--- src/hdl/sgna_pkg.sv ---
// shared types and constants for the softened gravity node accumulator
package sgna_pkg;

    // fixed point format
    localparam int FRAC_BITS = 16;

    // field widths
    localparam int POS_W   = 32;
    localparam int MAG_W   = POS_W + 1;
    localparam int CFG_W   = 32;
    localparam int THETA_W = 16;
    localparam int SUM_W   = 48;
    localparam int CIDX_W  = 2;

    // internal widths
    localparam int Q_W    = 2 * MAG_W;
    localparam int W_W    = Q_W + 2;
    localparam int ROOT_W = W_W / 2;
    localparam int RREM_W = ROOT_W + 2;
    localparam int DEN_W  = W_W + ROOT_W;
    localparam int GM_W   = 2 * CFG_W;
    localparam int NUM_W  = GM_W + MAG_W + FRAC_BITS;
    localparam int T2_W   = 2 * THETA_W;
    localparam int RHS_W  = Q_W + T2_W;
    localparam int LHS_W  = 2 * CFG_W + 32;
    localparam int PROD_W = DEN_W;
    localparam int MPL_W  = ROOT_W;
    localparam int CNT_W  = 8;

    // iteration counts
    localparam logic [CNT_W-1:0] N_SQ    = CNT_W'(MAG_W);
    localparam logic [CNT_W-1:0] N_THETA = CNT_W'(THETA_W);
    localparam logic [CNT_W-1:0] N_QT    = CNT_W'(T2_W);
    localparam logic [CNT_W-1:0] N_SIDE  = CNT_W'(CFG_W);
    localparam logic [CNT_W-1:0] N_SQRT  = CNT_W'(ROOT_W);
    localparam logic [CNT_W-1:0] N_DEN   = CNT_W'(ROOT_W);
    localparam logic [CNT_W-1:0] N_GM    = CNT_W'(CFG_W);
    localparam logic [CNT_W-1:0] N_NUM   = CNT_W'(MAG_W);
    localparam logic [CNT_W-1:0] N_DIV   = CNT_W'(NUM_W);

    // register indexes
    localparam logic [CIDX_W-1:0] CFG_GRAVITY = 2'd0;
    localparam logic [CIDX_W-1:0] CFG_SOFT    = 2'd1;
    localparam logic [CIDX_W-1:0] CFG_THETA   = 2'd2;

    // reset values
    localparam logic [CFG_W-1:0]   GRAVITY_RST = CFG_W'(1) << FRAC_BITS;
    localparam logic [CFG_W-1:0]   SOFT_RST    = CFG_W'(1) << (FRAC_BITS - 4);
    localparam logic [THETA_W-1:0] THETA_RST   = 16'h8000;

    typedef enum logic [3:0] {
        OP_NONE,
        OP_MLOAD,
        OP_MSTEP,
        OP_SAVE,
        OP_WINIT,
        OP_SQSTEP,
        OP_DIVLOAD,
        OP_DIVSTEP,
        OP_ACCUM,
        OP_FINISH
    } dp_op_t;

    typedef enum logic [3:0] {
        MS_AX, MS_AY, MS_AZ, MS_THETA, MS_QT, MS_SIDE, MS_DEN, MS_GM, MS_NUM
    } mul_sel_t;

    typedef enum logic [2:0] {
        SD_Q, SD_T2, SD_RHS, SD_DEN, SD_GM
    } save_dst_t;

    typedef enum logic [4:0] {
        ST_IDLE, ST_SQX, ST_SQY, ST_SQZ, ST_MRUN, ST_SAVQ, ST_TH, ST_SAVT,
        ST_QT, ST_SAVR, ST_SS, ST_SEP, ST_W, ST_SQRT, ST_DEN, ST_SAVD,
        ST_GM, ST_SAVG, ST_NUM, ST_DIVL, ST_DIV, ST_ACC, ST_FIN
    } ctl_state_t;

    typedef struct packed {
        dp_op_t    op;
        mul_sel_t  msel;
        logic      clr;
        save_dst_t dst;
        logic [1:0] axis;
        logic      open_node;
        logic      applied;
    } dp_cmd_t;

    typedef struct packed {
        logic leaf;
        logic mass_zero;
        logic sep_ok;
        logic den_zero;
    } dp_stat_t;

endpackage

--- src/hdl/sgna_ctrl.sv ---
// sequencer for one particle-node interaction
module sgna_ctrl (
    input  logic               aclk,
    input  logic               aresetn,
    input  logic               s_tvalid,
    output logic               s_tready,
    output logic               m_tvalid,
    input  logic               m_tready,
    input  sgna_pkg::dp_stat_t stat,
    output sgna_pkg::dp_cmd_t  cmd,
    output logic               capture
);

    sgna_pkg::ctl_state_t state_reg, state_next, ret_reg, ret_next;
    logic [sgna_pkg::CNT_W-1:0] cnt_reg, cnt_next;
    logic [1:0] axis_reg, axis_next;
    logic open_reg, open_next, apply_reg, apply_next;
    logic mvalid_reg, mvalid_next;
    logic out_free;

    assign s_tready = (state_reg == sgna_pkg::ST_IDLE);
    assign capture  = s_tvalid && s_tready;
    assign m_tvalid = mvalid_reg;
    assign out_free = !mvalid_reg || m_tready;

    // state registers
    always_ff @(posedge aclk) begin
        if (!aresetn) begin
            state_reg  <= sgna_pkg::ST_IDLE;
            ret_reg    <= sgna_pkg::ST_IDLE;
            cnt_reg    <= '0;
            axis_reg   <= '0;
            open_reg   <= 1'b0;
            apply_reg  <= 1'b0;
            mvalid_reg <= 1'b0;
        end else begin
            state_reg  <= state_next;
            ret_reg    <= ret_next;
            cnt_reg    <= cnt_next;
            axis_reg   <= axis_next;
            open_reg   <= open_next;
            apply_reg  <= apply_next;
            mvalid_reg <= mvalid_next;
        end
    end

    // next state
    always_comb begin
        state_next  = state_reg;
        ret_next    = ret_reg;
        cnt_next    = cnt_reg;
        axis_next   = axis_reg;
        open_next   = open_reg;
        apply_next  = apply_reg;
        mvalid_next = mvalid_reg && !m_tready;
        unique case (state_reg)
            sgna_pkg::ST_IDLE: begin
                if (capture) begin
                    state_next = sgna_pkg::ST_SQX;
                    open_next  = 1'b0;
                    apply_next = 1'b0;
                end
            end
            sgna_pkg::ST_SQX: begin
                cnt_next = sgna_pkg::N_SQ; ret_next = sgna_pkg::ST_SQY;
                state_next = sgna_pkg::ST_MRUN;
            end
            sgna_pkg::ST_SQY: begin
                cnt_next = sgna_pkg::N_SQ; ret_next = sgna_pkg::ST_SQZ;
                state_next = sgna_pkg::ST_MRUN;
            end
            sgna_pkg::ST_SQZ: begin
                cnt_next = sgna_pkg::N_SQ; ret_next = sgna_pkg::ST_SAVQ;
                state_next = sgna_pkg::ST_MRUN;
            end
            sgna_pkg::ST_MRUN: begin
                cnt_next = cnt_reg - 1'b1;
                if (cnt_reg == sgna_pkg::CNT_W'(1)) state_next = ret_reg;
            end
            sgna_pkg::ST_SAVQ: begin
                priority if (!stat.leaf) begin
                    state_next = sgna_pkg::ST_TH;
                end else if (stat.mass_zero) begin
                    state_next = sgna_pkg::ST_FIN;
                end else begin
                    apply_next = 1'b1;
                    state_next = sgna_pkg::ST_W;
                end
            end
            sgna_pkg::ST_TH: begin
                cnt_next = sgna_pkg::N_THETA; ret_next = sgna_pkg::ST_SAVT;
                state_next = sgna_pkg::ST_MRUN;
            end
            sgna_pkg::ST_SAVT: state_next = sgna_pkg::ST_QT;
            sgna_pkg::ST_QT: begin
                cnt_next = sgna_pkg::N_QT; ret_next = sgna_pkg::ST_SAVR;
                state_next = sgna_pkg::ST_MRUN;
            end
            sgna_pkg::ST_SAVR: state_next = sgna_pkg::ST_SS;
            sgna_pkg::ST_SS: begin
                cnt_next = sgna_pkg::N_SIDE; ret_next = sgna_pkg::ST_SEP;
                state_next = sgna_pkg::ST_MRUN;
            end
            sgna_pkg::ST_SEP: begin
                if (stat.sep_ok) begin
                    apply_next = 1'b1;
                    state_next = sgna_pkg::ST_W;
                end else begin
                    open_next  = 1'b1;
                    state_next = sgna_pkg::ST_FIN;
                end
            end
            sgna_pkg::ST_W: begin
                cnt_next = sgna_pkg::N_SQRT;
                state_next = sgna_pkg::ST_SQRT;
            end
            sgna_pkg::ST_SQRT: begin
                cnt_next = cnt_reg - 1'b1;
                if (cnt_reg == sgna_pkg::CNT_W'(1)) state_next = sgna_pkg::ST_DEN;
            end
            sgna_pkg::ST_DEN: begin
                cnt_next = sgna_pkg::N_DEN; ret_next = sgna_pkg::ST_SAVD;
                state_next = sgna_pkg::ST_MRUN;
            end
            sgna_pkg::ST_SAVD: begin
                state_next = stat.den_zero ? sgna_pkg::ST_FIN : sgna_pkg::ST_GM;
            end
            sgna_pkg::ST_GM: begin
                cnt_next = sgna_pkg::N_GM; ret_next = sgna_pkg::ST_SAVG;
                state_next = sgna_pkg::ST_MRUN;
            end
            sgna_pkg::ST_SAVG: begin
                axis_next  = '0;
                state_next = sgna_pkg::ST_NUM;
            end
            sgna_pkg::ST_NUM: begin
                cnt_next = sgna_pkg::N_NUM; ret_next = sgna_pkg::ST_DIVL;
                state_next = sgna_pkg::ST_MRUN;
            end
            sgna_pkg::ST_DIVL: begin
                cnt_next = sgna_pkg::N_DIV;
                state_next = sgna_pkg::ST_DIV;
            end
            sgna_pkg::ST_DIV: begin
                cnt_next = cnt_reg - 1'b1;
                if (cnt_reg == sgna_pkg::CNT_W'(1)) state_next = sgna_pkg::ST_ACC;
            end
            sgna_pkg::ST_ACC: begin
                axis_next = axis_reg + 1'b1;
                state_next = (axis_reg == 2'd2) ? sgna_pkg::ST_FIN : sgna_pkg::ST_NUM;
            end
            sgna_pkg::ST_FIN: begin
                if (out_free) begin
                    mvalid_next = 1'b1;
                    state_next  = sgna_pkg::ST_IDLE;
                end
            end
            default: state_next = sgna_pkg::ST_IDLE;
        endcase
    end

    // datapath commands
    always_comb begin
        cmd.op        = sgna_pkg::OP_NONE;
        cmd.msel      = sgna_pkg::MS_AX;
        cmd.clr       = 1'b1;
        cmd.dst       = sgna_pkg::SD_Q;
        cmd.axis      = axis_reg;
        cmd.open_node = open_reg;
        cmd.applied   = apply_reg;
        unique case (state_reg)
            sgna_pkg::ST_SQX: begin cmd.op = sgna_pkg::OP_MLOAD; cmd.msel = sgna_pkg::MS_AX; end
            sgna_pkg::ST_SQY: begin
                cmd.op = sgna_pkg::OP_MLOAD; cmd.msel = sgna_pkg::MS_AY; cmd.clr = 1'b0;
            end
            sgna_pkg::ST_SQZ: begin
                cmd.op = sgna_pkg::OP_MLOAD; cmd.msel = sgna_pkg::MS_AZ; cmd.clr = 1'b0;
            end
            sgna_pkg::ST_MRUN: cmd.op = sgna_pkg::OP_MSTEP;
            sgna_pkg::ST_SAVQ: begin cmd.op = sgna_pkg::OP_SAVE; cmd.dst = sgna_pkg::SD_Q; end
            sgna_pkg::ST_TH: begin cmd.op = sgna_pkg::OP_MLOAD; cmd.msel = sgna_pkg::MS_THETA; end
            sgna_pkg::ST_SAVT: begin cmd.op = sgna_pkg::OP_SAVE; cmd.dst = sgna_pkg::SD_T2; end
            sgna_pkg::ST_QT: begin cmd.op = sgna_pkg::OP_MLOAD; cmd.msel = sgna_pkg::MS_QT; end
            sgna_pkg::ST_SAVR: begin cmd.op = sgna_pkg::OP_SAVE; cmd.dst = sgna_pkg::SD_RHS; end
            sgna_pkg::ST_SS: begin cmd.op = sgna_pkg::OP_MLOAD; cmd.msel = sgna_pkg::MS_SIDE; end
            sgna_pkg::ST_W: cmd.op = sgna_pkg::OP_WINIT;
            sgna_pkg::ST_SQRT: cmd.op = sgna_pkg::OP_SQSTEP;
            sgna_pkg::ST_DEN: begin cmd.op = sgna_pkg::OP_MLOAD; cmd.msel = sgna_pkg::MS_DEN; end
            sgna_pkg::ST_SAVD: begin cmd.op = sgna_pkg::OP_SAVE; cmd.dst = sgna_pkg::SD_DEN; end
            sgna_pkg::ST_GM: begin cmd.op = sgna_pkg::OP_MLOAD; cmd.msel = sgna_pkg::MS_GM; end
            sgna_pkg::ST_SAVG: begin cmd.op = sgna_pkg::OP_SAVE; cmd.dst = sgna_pkg::SD_GM; end
            sgna_pkg::ST_NUM: begin cmd.op = sgna_pkg::OP_MLOAD; cmd.msel = sgna_pkg::MS_NUM; end
            sgna_pkg::ST_DIVL: cmd.op = sgna_pkg::OP_DIVLOAD;
            sgna_pkg::ST_DIV: cmd.op = sgna_pkg::OP_DIVSTEP;
            sgna_pkg::ST_ACC: cmd.op = sgna_pkg::OP_ACCUM;
            sgna_pkg::ST_FIN: if (out_free) cmd.op = sgna_pkg::OP_FINISH;
            default: cmd.op = sgna_pkg::OP_NONE;
        endcase
    end

endmodule

--- src/hdl/sgna_datapath.sv ---
// shift-add multiplier, square root, divider and saturating sums
module sgna_datapath (
    input  logic                          aclk,
    input  logic                          aresetn,
    input  logic                          cfg_we,
    input  logic [sgna_pkg::CIDX_W-1:0]   cfg_index,
    input  logic [sgna_pkg::CFG_W-1:0]    cfg_wdata,
    input  logic                          capture,
    input  logic [319:0]                  s_tdata,
    input  logic                          s_tuser,
    input  logic                          s_tlast,
    input  sgna_pkg::dp_cmd_t             cmd,
    output sgna_pkg::dp_stat_t            stat,
    output logic [143:0]                  m_tdata,
    output logic [1:0]                    m_tuser,
    output logic                          m_tlast
);

    localparam int PW = sgna_pkg::POS_W;
    localparam int MW = sgna_pkg::MAG_W;
    localparam int SW = sgna_pkg::SUM_W;

    // configuration
    logic [sgna_pkg::CFG_W-1:0]   grav_reg, soft_reg;
    logic [sgna_pkg::THETA_W-1:0] theta_reg;

    // captured word
    logic [MW-1:0] abs_reg [3];
    logic [2:0]    neg_reg;
    logic [PW-1:0] mass_reg, side_reg;
    logic          leaf_reg, last_reg;

    // arithmetic state
    logic [sgna_pkg::PROD_W-1:0] acc_reg, mcand_reg;
    logic [sgna_pkg::MPL_W-1:0]  mplier_reg;
    logic [sgna_pkg::Q_W-1:0]    q_reg;
    logic [sgna_pkg::T2_W-1:0]   t2_reg;
    logic [sgna_pkg::RHS_W-1:0]  rhs_reg;
    logic [sgna_pkg::W_W-1:0]    w_reg, wsh_reg;
    logic [sgna_pkg::ROOT_W-1:0] root_reg;
    logic [sgna_pkg::RREM_W-1:0] srem_reg;
    logic [sgna_pkg::DEN_W-1:0]  den_reg, drem_reg;
    logic [sgna_pkg::GM_W-1:0]   gm_reg;
    logic [sgna_pkg::NUM_W-1:0]  dnum_reg, quo_reg;
    logic [SW-1:0]               sum_reg [3];

    // output register
    logic [SW-1:0] out_sum_reg [3];
    logic          out_open_reg, out_apply_reg, out_last_reg;

    // capture arithmetic
    logic signed [MW-1:0] rel [3];
    logic [PW-1:0] sx, sy, sz, smax;
    always_comb begin
        for (int i = 0; i < 3; i++) begin
            rel[i] = $signed({s_tdata[(i+3)*PW + PW-1], s_tdata[(i+3)*PW +: PW]})
                   - $signed({s_tdata[i*PW + PW-1], s_tdata[i*PW +: PW]});
        end
        sx = s_tdata[7*PW +: PW];
        sy = s_tdata[8*PW +: PW];
        sz = s_tdata[9*PW +: PW];
        smax = sx;
        if (sy > smax) smax = sy;
        if (sz > smax) smax = sz;
    end

    // multiplier operand select
    logic [sgna_pkg::PROD_W-1:0] op_a;
    logic [sgna_pkg::MPL_W-1:0]  op_b;
    always_comb begin
        unique case (cmd.msel)
            sgna_pkg::MS_AX: begin
                op_a = sgna_pkg::PROD_W'(abs_reg[0]); op_b = sgna_pkg::MPL_W'(abs_reg[0]);
            end
            sgna_pkg::MS_AY: begin
                op_a = sgna_pkg::PROD_W'(abs_reg[1]); op_b = sgna_pkg::MPL_W'(abs_reg[1]);
            end
            sgna_pkg::MS_AZ: begin
                op_a = sgna_pkg::PROD_W'(abs_reg[2]); op_b = sgna_pkg::MPL_W'(abs_reg[2]);
            end
            sgna_pkg::MS_THETA: begin
                op_a = sgna_pkg::PROD_W'(theta_reg); op_b = sgna_pkg::MPL_W'(theta_reg);
            end
            sgna_pkg::MS_QT: begin
                op_a = sgna_pkg::PROD_W'(q_reg); op_b = sgna_pkg::MPL_W'(t2_reg);
            end
            sgna_pkg::MS_SIDE: begin
                op_a = sgna_pkg::PROD_W'(side_reg); op_b = sgna_pkg::MPL_W'(side_reg);
            end
            sgna_pkg::MS_DEN: begin
                op_a = sgna_pkg::PROD_W'(w_reg); op_b = root_reg;
            end
            sgna_pkg::MS_GM: begin
                op_a = sgna_pkg::PROD_W'(grav_reg); op_b = sgna_pkg::MPL_W'(mass_reg);
            end
            sgna_pkg::MS_NUM: begin
                op_a = sgna_pkg::PROD_W'(gm_reg); op_b = sgna_pkg::MPL_W'(abs_reg[cmd.axis]);
            end
            default: begin
                op_a = '0; op_b = '0;
            end
        endcase
    end

    // square root step
    logic [sgna_pkg::RREM_W+1:0] srem_sh, strial;
    logic                        sq_ge;
    always_comb begin
        srem_sh = {srem_reg, wsh_reg[sgna_pkg::W_W-1 -: 2]};
        strial  = (sgna_pkg::RREM_W+2)'({root_reg, 2'b01});
        sq_ge   = srem_sh >= strial;
    end

    // divider step
    logic [sgna_pkg::DEN_W:0] drem_sh, ddiff;
    logic                     div_ge;
    always_comb begin
        drem_sh = {drem_reg, dnum_reg[sgna_pkg::NUM_W-1]};
        ddiff   = drem_sh - {1'b0, den_reg};
        div_ge  = drem_sh >= {1'b0, den_reg};
    end

    // term saturation and saturating add
    logic [SW-2:0]        tmag;
    logic signed [SW:0]   term, ssum;
    logic [SW-1:0]        sat_sum;
    always_comb begin
        tmag = (|quo_reg[sgna_pkg::NUM_W-1:SW-1]) ? '1 : quo_reg[SW-2:0];
        term = neg_reg[cmd.axis] ? -$signed({2'b00, tmag}) : $signed({2'b00, tmag});
        ssum = $signed({sum_reg[cmd.axis][SW-1], sum_reg[cmd.axis]}) + term;
        priority if (ssum[SW] != ssum[SW-1]) begin
            sat_sum = ssum[SW] ? {1'b1, {(SW-1){1'b0}}} : {1'b0, {(SW-1){1'b1}}};
        end else begin
            sat_sum = ssum[SW-1:0];
        end
    end

    // separation test and status
    logic [sgna_pkg::RHS_W-1:0] lhs;
    always_comb begin
        lhs = sgna_pkg::RHS_W'({acc_reg[2*PW-1:0], 32'd0});
        stat.leaf      = leaf_reg;
        stat.mass_zero = (mass_reg == '0);
        stat.sep_ok    = lhs < rhs_reg;
        stat.den_zero  = (acc_reg == '0);
    end

    // configuration registers
    always_ff @(posedge aclk) begin
        if (!aresetn) begin
            grav_reg  <= sgna_pkg::GRAVITY_RST;
            soft_reg  <= sgna_pkg::SOFT_RST;
            theta_reg <= sgna_pkg::THETA_RST;
        end else if (cfg_we) begin
            priority case (cfg_index)
                sgna_pkg::CFG_GRAVITY: grav_reg  <= cfg_wdata;
                sgna_pkg::CFG_SOFT:    soft_reg  <= cfg_wdata;
                sgna_pkg::CFG_THETA:   theta_reg <= cfg_wdata[sgna_pkg::THETA_W-1:0];
                default: ;
            endcase
        end
    end

    // running sums
    always_ff @(posedge aclk) begin
        if (!aresetn) begin
            for (int i = 0; i < 3; i++) sum_reg[i] <= '0;
        end else if (cmd.op == sgna_pkg::OP_ACCUM) begin
            sum_reg[cmd.axis] <= sat_sum;
        end else if (cmd.op == sgna_pkg::OP_FINISH && last_reg) begin
            for (int i = 0; i < 3; i++) sum_reg[i] <= '0;
        end
    end

    // input capture
    always_ff @(posedge aclk) begin
        if (capture) begin
            for (int i = 0; i < 3; i++) begin
                neg_reg[i] <= rel[i][MW-1];
                abs_reg[i] <= rel[i][MW-1] ? MW'(-rel[i]) : MW'(rel[i]);
            end
            mass_reg <= s_tdata[6*PW +: PW];
            side_reg <= smax;
            leaf_reg <= s_tuser;
            last_reg <= s_tlast;
        end
    end

    // arithmetic units
    always_ff @(posedge aclk) begin
        unique case (cmd.op)
            sgna_pkg::OP_MLOAD: begin
                mcand_reg  <= op_a;
                mplier_reg <= op_b;
                if (cmd.clr) acc_reg <= '0;
            end
            sgna_pkg::OP_MSTEP: begin
                if (mplier_reg[0]) acc_reg <= acc_reg + mcand_reg;
                mcand_reg  <= mcand_reg << 1;
                mplier_reg <= mplier_reg >> 1;
            end
            sgna_pkg::OP_SAVE: begin
                unique case (cmd.dst)
                    sgna_pkg::SD_Q:   q_reg   <= acc_reg[sgna_pkg::Q_W-1:0];
                    sgna_pkg::SD_T2:  t2_reg  <= acc_reg[sgna_pkg::T2_W-1:0];
                    sgna_pkg::SD_RHS: rhs_reg <= acc_reg[sgna_pkg::RHS_W-1:0];
                    sgna_pkg::SD_DEN: den_reg <= acc_reg[sgna_pkg::DEN_W-1:0];
                    sgna_pkg::SD_GM:  gm_reg  <= acc_reg[sgna_pkg::GM_W-1:0];
                    default: ;
                endcase
            end
            sgna_pkg::OP_WINIT: begin
                w_reg    <= sgna_pkg::W_W'(q_reg)
                          + (sgna_pkg::W_W'(soft_reg) << sgna_pkg::FRAC_BITS);
                wsh_reg  <= sgna_pkg::W_W'(q_reg)
                          + (sgna_pkg::W_W'(soft_reg) << sgna_pkg::FRAC_BITS);
                root_reg <= '0;
                srem_reg <= '0;
            end
            sgna_pkg::OP_SQSTEP: begin
                wsh_reg  <= wsh_reg << 2;
                root_reg <= {root_reg[sgna_pkg::ROOT_W-2:0], sq_ge};
                srem_reg <= sq_ge ? sgna_pkg::RREM_W'(srem_sh - strial)
                                  : srem_sh[sgna_pkg::RREM_W-1:0];
            end
            sgna_pkg::OP_DIVLOAD: begin
                dnum_reg <= {acc_reg[sgna_pkg::GM_W+MW-1:0], {sgna_pkg::FRAC_BITS{1'b0}}};
                drem_reg <= '0;
                quo_reg  <= '0;
            end
            sgna_pkg::OP_DIVSTEP: begin
                dnum_reg <= dnum_reg << 1;
                drem_reg <= div_ge ? ddiff[sgna_pkg::DEN_W-1:0] : drem_sh[sgna_pkg::DEN_W-1:0];
                quo_reg  <= {quo_reg[sgna_pkg::NUM_W-2:0], div_ge};
            end
            default: ;
        endcase
    end

    // result register
    always_ff @(posedge aclk) begin
        if (cmd.op == sgna_pkg::OP_FINISH) begin
            for (int i = 0; i < 3; i++) out_sum_reg[i] <= sum_reg[i];
            out_open_reg  <= cmd.open_node;
            out_apply_reg <= cmd.applied;
            out_last_reg  <= last_reg;
        end
    end

    assign m_tdata = {out_sum_reg[2], out_sum_reg[1], out_sum_reg[0]};
    assign m_tuser = {out_apply_reg, out_open_reg};
    assign m_tlast = out_last_reg;

endmodule

--- src/hdl/softened_gravity_node_accumulator.sv ---
// top level of the softened gravity node accumulator
//
// channel  dir  handshake          payload
// s_       in   s_tvalid/s_tready  tdata positions, mass, sides; tuser is_leaf; tlast last
// m_       out  m_tvalid/m_tready  tdata accel x,y,z; tuser open_node, applied; tlast done_res
// cfg_     in   cfg_we             cfg_index, cfg_wdata
//
// one word at a time through a shared shift-add multiplier, a two-bit-per-step
// square root and a restoring divider; an applied node with a nonzero denominator
// runs three divisions, one per axis, and a skipped leaf or an opened node none.
// synchronous active-low reset clears the sequencer, the sums and the config registers.
// the next word is taken while a result waits in the output register.
module softened_gravity_node_accumulator (
    input  logic                        aclk,
    input  logic                        aresetn,
    input  logic                        cfg_we,
    input  logic [sgna_pkg::CIDX_W-1:0] cfg_index,
    input  logic [sgna_pkg::CFG_W-1:0]  cfg_wdata,
    input  logic                        s_tvalid,
    output logic                        s_tready,
    // part_x, part_y, part_z, centre_x, centre_y, centre_z, node_mass,
    // side_x, side_y, side_z
    input  logic [319:0]                s_tdata,
    // is_leaf
    input  logic                        s_tuser,
    input  logic                        s_tlast,
    output logic                        m_tvalid,
    input  logic                        m_tready,
    // accel_x, accel_y, accel_z
    output logic [143:0]                m_tdata,
    // open_node, applied
    output logic [1:0]                  m_tuser,
    output logic                        m_tlast
);

    sgna_pkg::dp_cmd_t  cmd;
    sgna_pkg::dp_stat_t stat;
    logic               capture;

    // sequencer
    sgna_ctrl u_ctrl (
        .aclk     (aclk),
        .aresetn  (aresetn),
        .s_tvalid (s_tvalid),
        .s_tready (s_tready),
        .m_tvalid (m_tvalid),
        .m_tready (m_tready),
        .stat     (stat),
        .cmd      (cmd),
        .capture  (capture)
    );

    // arithmetic
    sgna_datapath u_datapath (
        .aclk      (aclk),
        .aresetn   (aresetn),
        .cfg_we    (cfg_we),
        .cfg_index (cfg_index),
        .cfg_wdata (cfg_wdata),
        .capture   (capture),
        .s_tdata   (s_tdata),
        .s_tuser   (s_tuser),
        .s_tlast   (s_tlast),
        .cmd       (cmd),
        .stat      (stat),
        .m_tdata   (m_tdata),
        .m_tuser   (m_tuser),
        .m_tlast   (m_tlast)
    );

endmodule

--- config.mk ---
export PLATFORM = sky130hd
export DESIGN_NAME = softened_gravity_node_accumulator
export DESIGN_NICKNAME = d
export VERILOG_FILES = /design/src/hdl/sgna_pkg.sv /design/src/hdl/sgna_ctrl.sv /design/src/hdl/sgna_datapath.sv /design/src/hdl/softened_gravity_node_accumulator.sv
export SDC_FILE = /design/constraint.sdc
export NUM_CORES = 2
export LEC_CHECK = 0
export ABC_AREA = 1
export ABC_CLOCK_PERIOD_IN_PS = 12900
export BUFFER_PORTS_ARGS = -buffer_cell sky130_fd_sc_hd__buf_4
export CORE_MARGIN = 3
export CORE_UTILIZATION = 45
export CTS_CLUSTER_SIZE = 40
export DETAILED_ROUTE_END_ITERATION = 6
export PLACE_DENSITY_LB_ADDON = 0.2
export SETUP_SLACK_MARGIN = 0.05
export SLEW_MARGIN = 0
export SYNTH_ARGS = -nofsm -noshare
export SYNTH_HDL_FRONTEND = slang
export SYNTH_SLANG_ARGS = --single-unit
--- constraint.sdc ---
create_clock -name aclk -period 12.9 [get_ports aclk]
set_clock_uncertainty 0.1 [all_clocks]
set_input_delay 1.29 -clock aclk [delete_from_list [all_inputs] [get_ports aclk]]
set_output_delay 1.29 -clock aclk [all_outputs]
set_load 0.02 [all_outputs]
# Word-level counts from Yosys, hierarchy flattened
# Memory sizes are Yosys's and may differ from the RTL's. A register that Yosys moved wholly into a read port is not among the register bits.
# Cells that the tools add are included.
# W data, S select, Z words.
[totals] ram_bits=387 in_bits=361 ff_bits=1309 output_inout_bits=149 elab_cells=234 mem_count=3
[classes] bitwise=3 magnitude_cmp=6 reduce_logical=41 add_sub_neg=14 mux=75 eq_ne=59
[memory_table] memory="u_datapath.out_sum_reg" words=3 width=48 rd=3 rd_clocked_by_memory_dff=0 wr=3 line="sgna_datapath.sv:48" text="logic [SW-1:0] out_sum_reg [3];"
[memory_table] memory="u_datapath.sum_reg" words=3 width=48 rd=4 rd_clocked_by_memory_dff=1 wr=3 line="sgna_datapath.sv:45" text="logic [SW-1:0] sum_reg [3];"
[memory_table] memory="u_datapath.abs_reg" words=3 width=33 rd=4 rd_clocked_by_memory_dff=1 wr=3 line="sgna_datapath.sv:28" text="logic [MW-1:0] abs_reg [3];"
[ops] operator="$pmux W102 S2" n=3
[ops] operator="$pmux W68 S9" n=1
[ops] operator="$pmux W113 S2" n=2
[ops] operator="$mux W102" n=3
[ops] operator="$pmux W34 S9" n=1
[ops] operator="$mux W48" n=6
[ops] operator="$pmux W34 S2" n=2
[ops] operator="$pmux W68 S2" n=1
[ops] operator="$ge A103 B102 Y1" n=1
[ops] operator="$add A102 B102 Y102" n=1
[ops] operator="$logic_not A102 Y1" n=1
[ops] operator="$sub A102 B102 Y102" n=1
[ops] operator="$mux W33" n=3
[ops] operator="$neg A33 Y33" n=3
[ops] operator="$sub A32 B32 Y33" n=3
[ops] operator="$lt A96 B98 Y1" n=1
[ops] operator="$pmux W5 S15" n=1
[ops] operator="$pmux W36 S2" n=1
[ops] operator="$add A66 B48 Y67" n=1
[ops] operator="$reduce_or A66 Y1" n=1
[ops] operator="$gt A32 B32 Y1" n=2
[ops] operator="$mux W32" n=2
[ops] operator="$add A48 B49 Y49" n=1
[ops] operator="$mux W49" n=1
[ops] operator="62 further kinds" n=155

# Logic depth before layout (Yosys ltp)
[logic_depth] depth_word=12 ltp_mapped=37

# Cells and area by module
# A second synthesis with hierarchy kept.
[unflattened] cells_unflattened=12063 hier_area_um2=103698.2
[modules_own_cells] module="sgna_datapath" area_each_um2=101996.6 instances=1 seq_area_each_um2=50368.3 cells_each=11800
[modules_own_cells] module="sgna_ctrl" area_each_um2=1701.6 instances=1 seq_area_each_um2=460.4 cells_each=263

# Worst setup path after synthesis
# OpenSTA, ideal clock, no wires.
[synth_path] path_kind="input -> register" startpoint="input m_tready" endpoint="memory u_datapath.sum_reg[0][0] (netlist bit) (enable)" arrival_time_ns=12.771 cell_stages=6 required_ns=12.393 setup_ns=0.407 n_path_buf=0 path_slack_ns=-0.377 cell_sequence="nor2_1 > nor3_1 > nand2_1 > nand2_1 > inv_1 > nand2_1"
[synth_rtl] item="start: declaration" line="softened_gravity_node_accumulator.sv:28" text="input logic m_tready,"
[synth_rtl] item="end: declaration" line="sgna_datapath.sv:45"

==> out/qor.txt <==
Num CTS Buffers: 189
Crit. End Element: flip-flop
Max Clock Freq: 0.1169 GHz
CP max stage cell: buf_4
worst r2r src: u_datapath.quo_reg[110]
Worst Setup Start Kind: flip-flop
gpl congestion: 0.9799
top_reg_cell synth: edfxtp_1
setup tns final: 0 ns
EDFF count, synth: 1624
Area contributors post-synth: edfxtp_1, nand2_1, ha_1, inv_1, nor2_1
Post-Syn Nets: 13000
Comb power frac: 29.4%
maximum VDD drop: 156.2 µV
GRT Residual Overflow: 0
WS Path Type: flip-flop to flip-flop
# placed instances: 15400
core box area: 0.2282 mm²
Net Sw Frac: 37.15%
Seq/Total Area, Yosys: 49.10%
final slew viol count: 0
r2r setup slk: 4.35 ns
#FFs+latches synth: 1729
Clock Power Share: 29.9%
fin nets: 13500
clock slew at reported path FFs: 0.06 ns
DP Wirelength: 294100 µm
Crit path largest cell delay: 0.91 ns
Psw: 6.870 mW
Crit path arrival time: 8.99 ns
max FFs per register: 192
clock root buffer: clkbuf_16
post_cts resized: 0
vias: 89590
Int Power: 11.62 mW
Hold WC Path Type: flip-flop to flip-flop
Synth Instances: 12080
Power Dens Cells: 157.6 mW/mm²
vias per cell: 5.683
final hold vios: 0
run status: finished, final reports clean
Synth area leader: edfxtp_1
Max Cap Viol: 0
Critical Path End: u_datapath.sum_reg[0][10]
top-area cell type share of the netlist area: 47.07%
most common library cell in the layout ignoring fill and taps: nand2_1
H-tree depth: 4
largest net degree at the start of global routing: 176
max_slew headroom: 10.92%
reg2reg end: u_datapath.sum_reg[0][10]
GRT Util Overall: 31.06%
Post-synth ARST share: 0%
vias in the first global route: 86040
Initial Util: 45.41%
synthesis-to-layout area growth: 13.27%
routed length per placed instance: 23.93 µm
CTS sink count: 1729
drt first pass iters: 7
chip width: 485.8 µm
Tcrit/Tclk final: 66.30%
I/O pin total: 510
share of layout cells above drive strength 1: 8.635%
Req. time, crit path: 13.34 ns
Crit path top cell by count: nor2_1
worst r2r path cells: 30
Seq pwr share: 40.7%
fin worst setup slack: 4.347 ns
Crit Path Max Fanout: 91
Antenna Violating Nets Remaining: 0
Post-Syn Area per Cell: 8.580 µm²
fin cells: 15760
die area: 0.2360 mm²
Netlist Area Pre-Place: 0.1036 mm²
DRC Markers: 0
Placement Setup Slack: 4.512 ns
Clk Latency, worst-skew pair: 0.87 ns
starting DRC count in detailed routing: 9398
Die H: 485.8 µm
Max Root-Sink Buffers: 3
initial antenna violation count: 30
LEAKAGE: 49.48 nW
Tightest Pin Transition: 1.322 ns
Cell variety after synth: 64
row cnt: 175
Final setup viols: 0
min-delay src: u_datapath.q_reg[0]
commonest non-fill, non-tap cells in the layout: nand2_1, inv_1, edfxtp_1, nor2_1, a21oi_1
global-route wire length before repair: 554200 µm
Synth warnings: 0
final WL: 377100 µm
Setup Fix Bufs, Post-CTS: 0
Hold Buf Count CTS: 0
crit path time final: 8.553 ns
input/output buffers: 509
Crit. Startpoint: u_datapath.quo_reg[110]
CTS tree: built
RSZ-0062 raised after global routing: false
worst max-delay path: cells and delay by family (launching register included):
kind	cells	cell delay, ns
AND/OR/NAND/NOR	15	3.36
buffers and inverters	4	1.55
AO/OA/AOI/OAI	7	1.48
adder cells (fa/ha/maj)	2	0.58
XOR/XNOR	2	0.58
flip-flops	1	0.40
power by group through the flow:
stage                     clock [mW]  combinational, mW  sequential (mW)
after global routing            5.83               5.92             7.54
final                           5.53               5.44             7.52
after global placement             0               5.27             7.60
after CTS                       5.61               5.34             7.50
after detailed placement           0               5.31             7.61
after floorplan                    0               3.22             7.43
routing by layer:
layer  global-route usage (%)  routed length (µm)  share of wire [%]  vias up
li1                         -                   -                  -    42170
met1                    44.61              168600                 45    43170
met2                    48.12              166400                 44     3689
met3                    5.135               29880                7.9      546
met4                    9.512               12090                3.2       18
met5                        0                 128              0.034        -
worst min-delay path by stage:
| stage | cells after the start | endpoint | slack [ns] |
|---|---|---|---|
| after detailed placement | 0 | u_datapath.out_sum_reg[0][49] | 0.33 |
| after floorplan | 0 | u_datapath.out_apply_reg | 0.30 |
| final | 0 | u_datapath.w_reg[0] | 0.32 |
| after global placement | 0 | u_datapath.w_reg[5] | 0.33 |
| after global routing | 0 | u_datapath.w_reg[0] | 0.33 |
| after CTS | 0 | u_datapath.w_reg[0] | 0.32 |
cell type report:
type | count | area (µm²)
multi-input cells | 8365 | 45340
well taps | 3009 | 3765
inverters | 1659 | 6245
diodes | 15 | 37.54
clock buffers | 232 | 4942
fillers | 21510 | 110800
repair buffers | 635 | 4792
flip-flops and latches | 1729 | 50870
clock inverters | 119 | 1363
cells in the mapped netlist, drive strengths merged (4+ instances only):
cell type,instances
fa,7
or2,25
o221ai,9
clkinv,5
nand3b,17
o22ai,59
o311ai,4
o21ai,944
a21o,71
nor3,125
ha,555
nor4,87
a2111oi,5
o211ai,50
a22oi,12
buf,70
xor2,258
o21a,71
o21bai,35
a21boi,32
and3,15
nand4,168
a221oi,46
a31oi,96
nand2,2383
o2111ai,25
clkbuf,253
nand3,312
a21oi,1180
inv,1654
a22o,17
xnor2,159
a211oi,26
nor2,1536
a32o,6
edfxtp,1624
dfxtp,105
o31ai,10
stage by stage:
step / hold WS [ns] / area, µm² / total power, mW / utilization, %
after floorplan: 0.3019 / 103600 / 10.65 / -
after global placement: 0.3294 / 111000 / 12.88 / 48.66
after detailed placement: 0.3299 / 111000 / 12.92 / 48.66
after CTS: 0.3201 / 117300 / 18.45 / 51.42
after global routing: 0.3265 / 117300 / 19.30 / 51.43
final: 0.3246 / 117400 / 18.49 / 51.44
cell families (layout without fill, tap and decap cells):
family                     Yosys count  count (layout)  share of synthesized area (%)
other                                0              15                              0
xor gates and xnor gates           417             417                          3.525
adders and majority gates          562             562                          6.837
DFF                               1729            1729                          49.10
buffers and inverters             1982            2645                          7.338
and+or+nand+nor                   4677            4677                          18.52
AOI/OAI and AO/OA                 2709            2709                          14.69
Power figures use the tool's default switching activity.
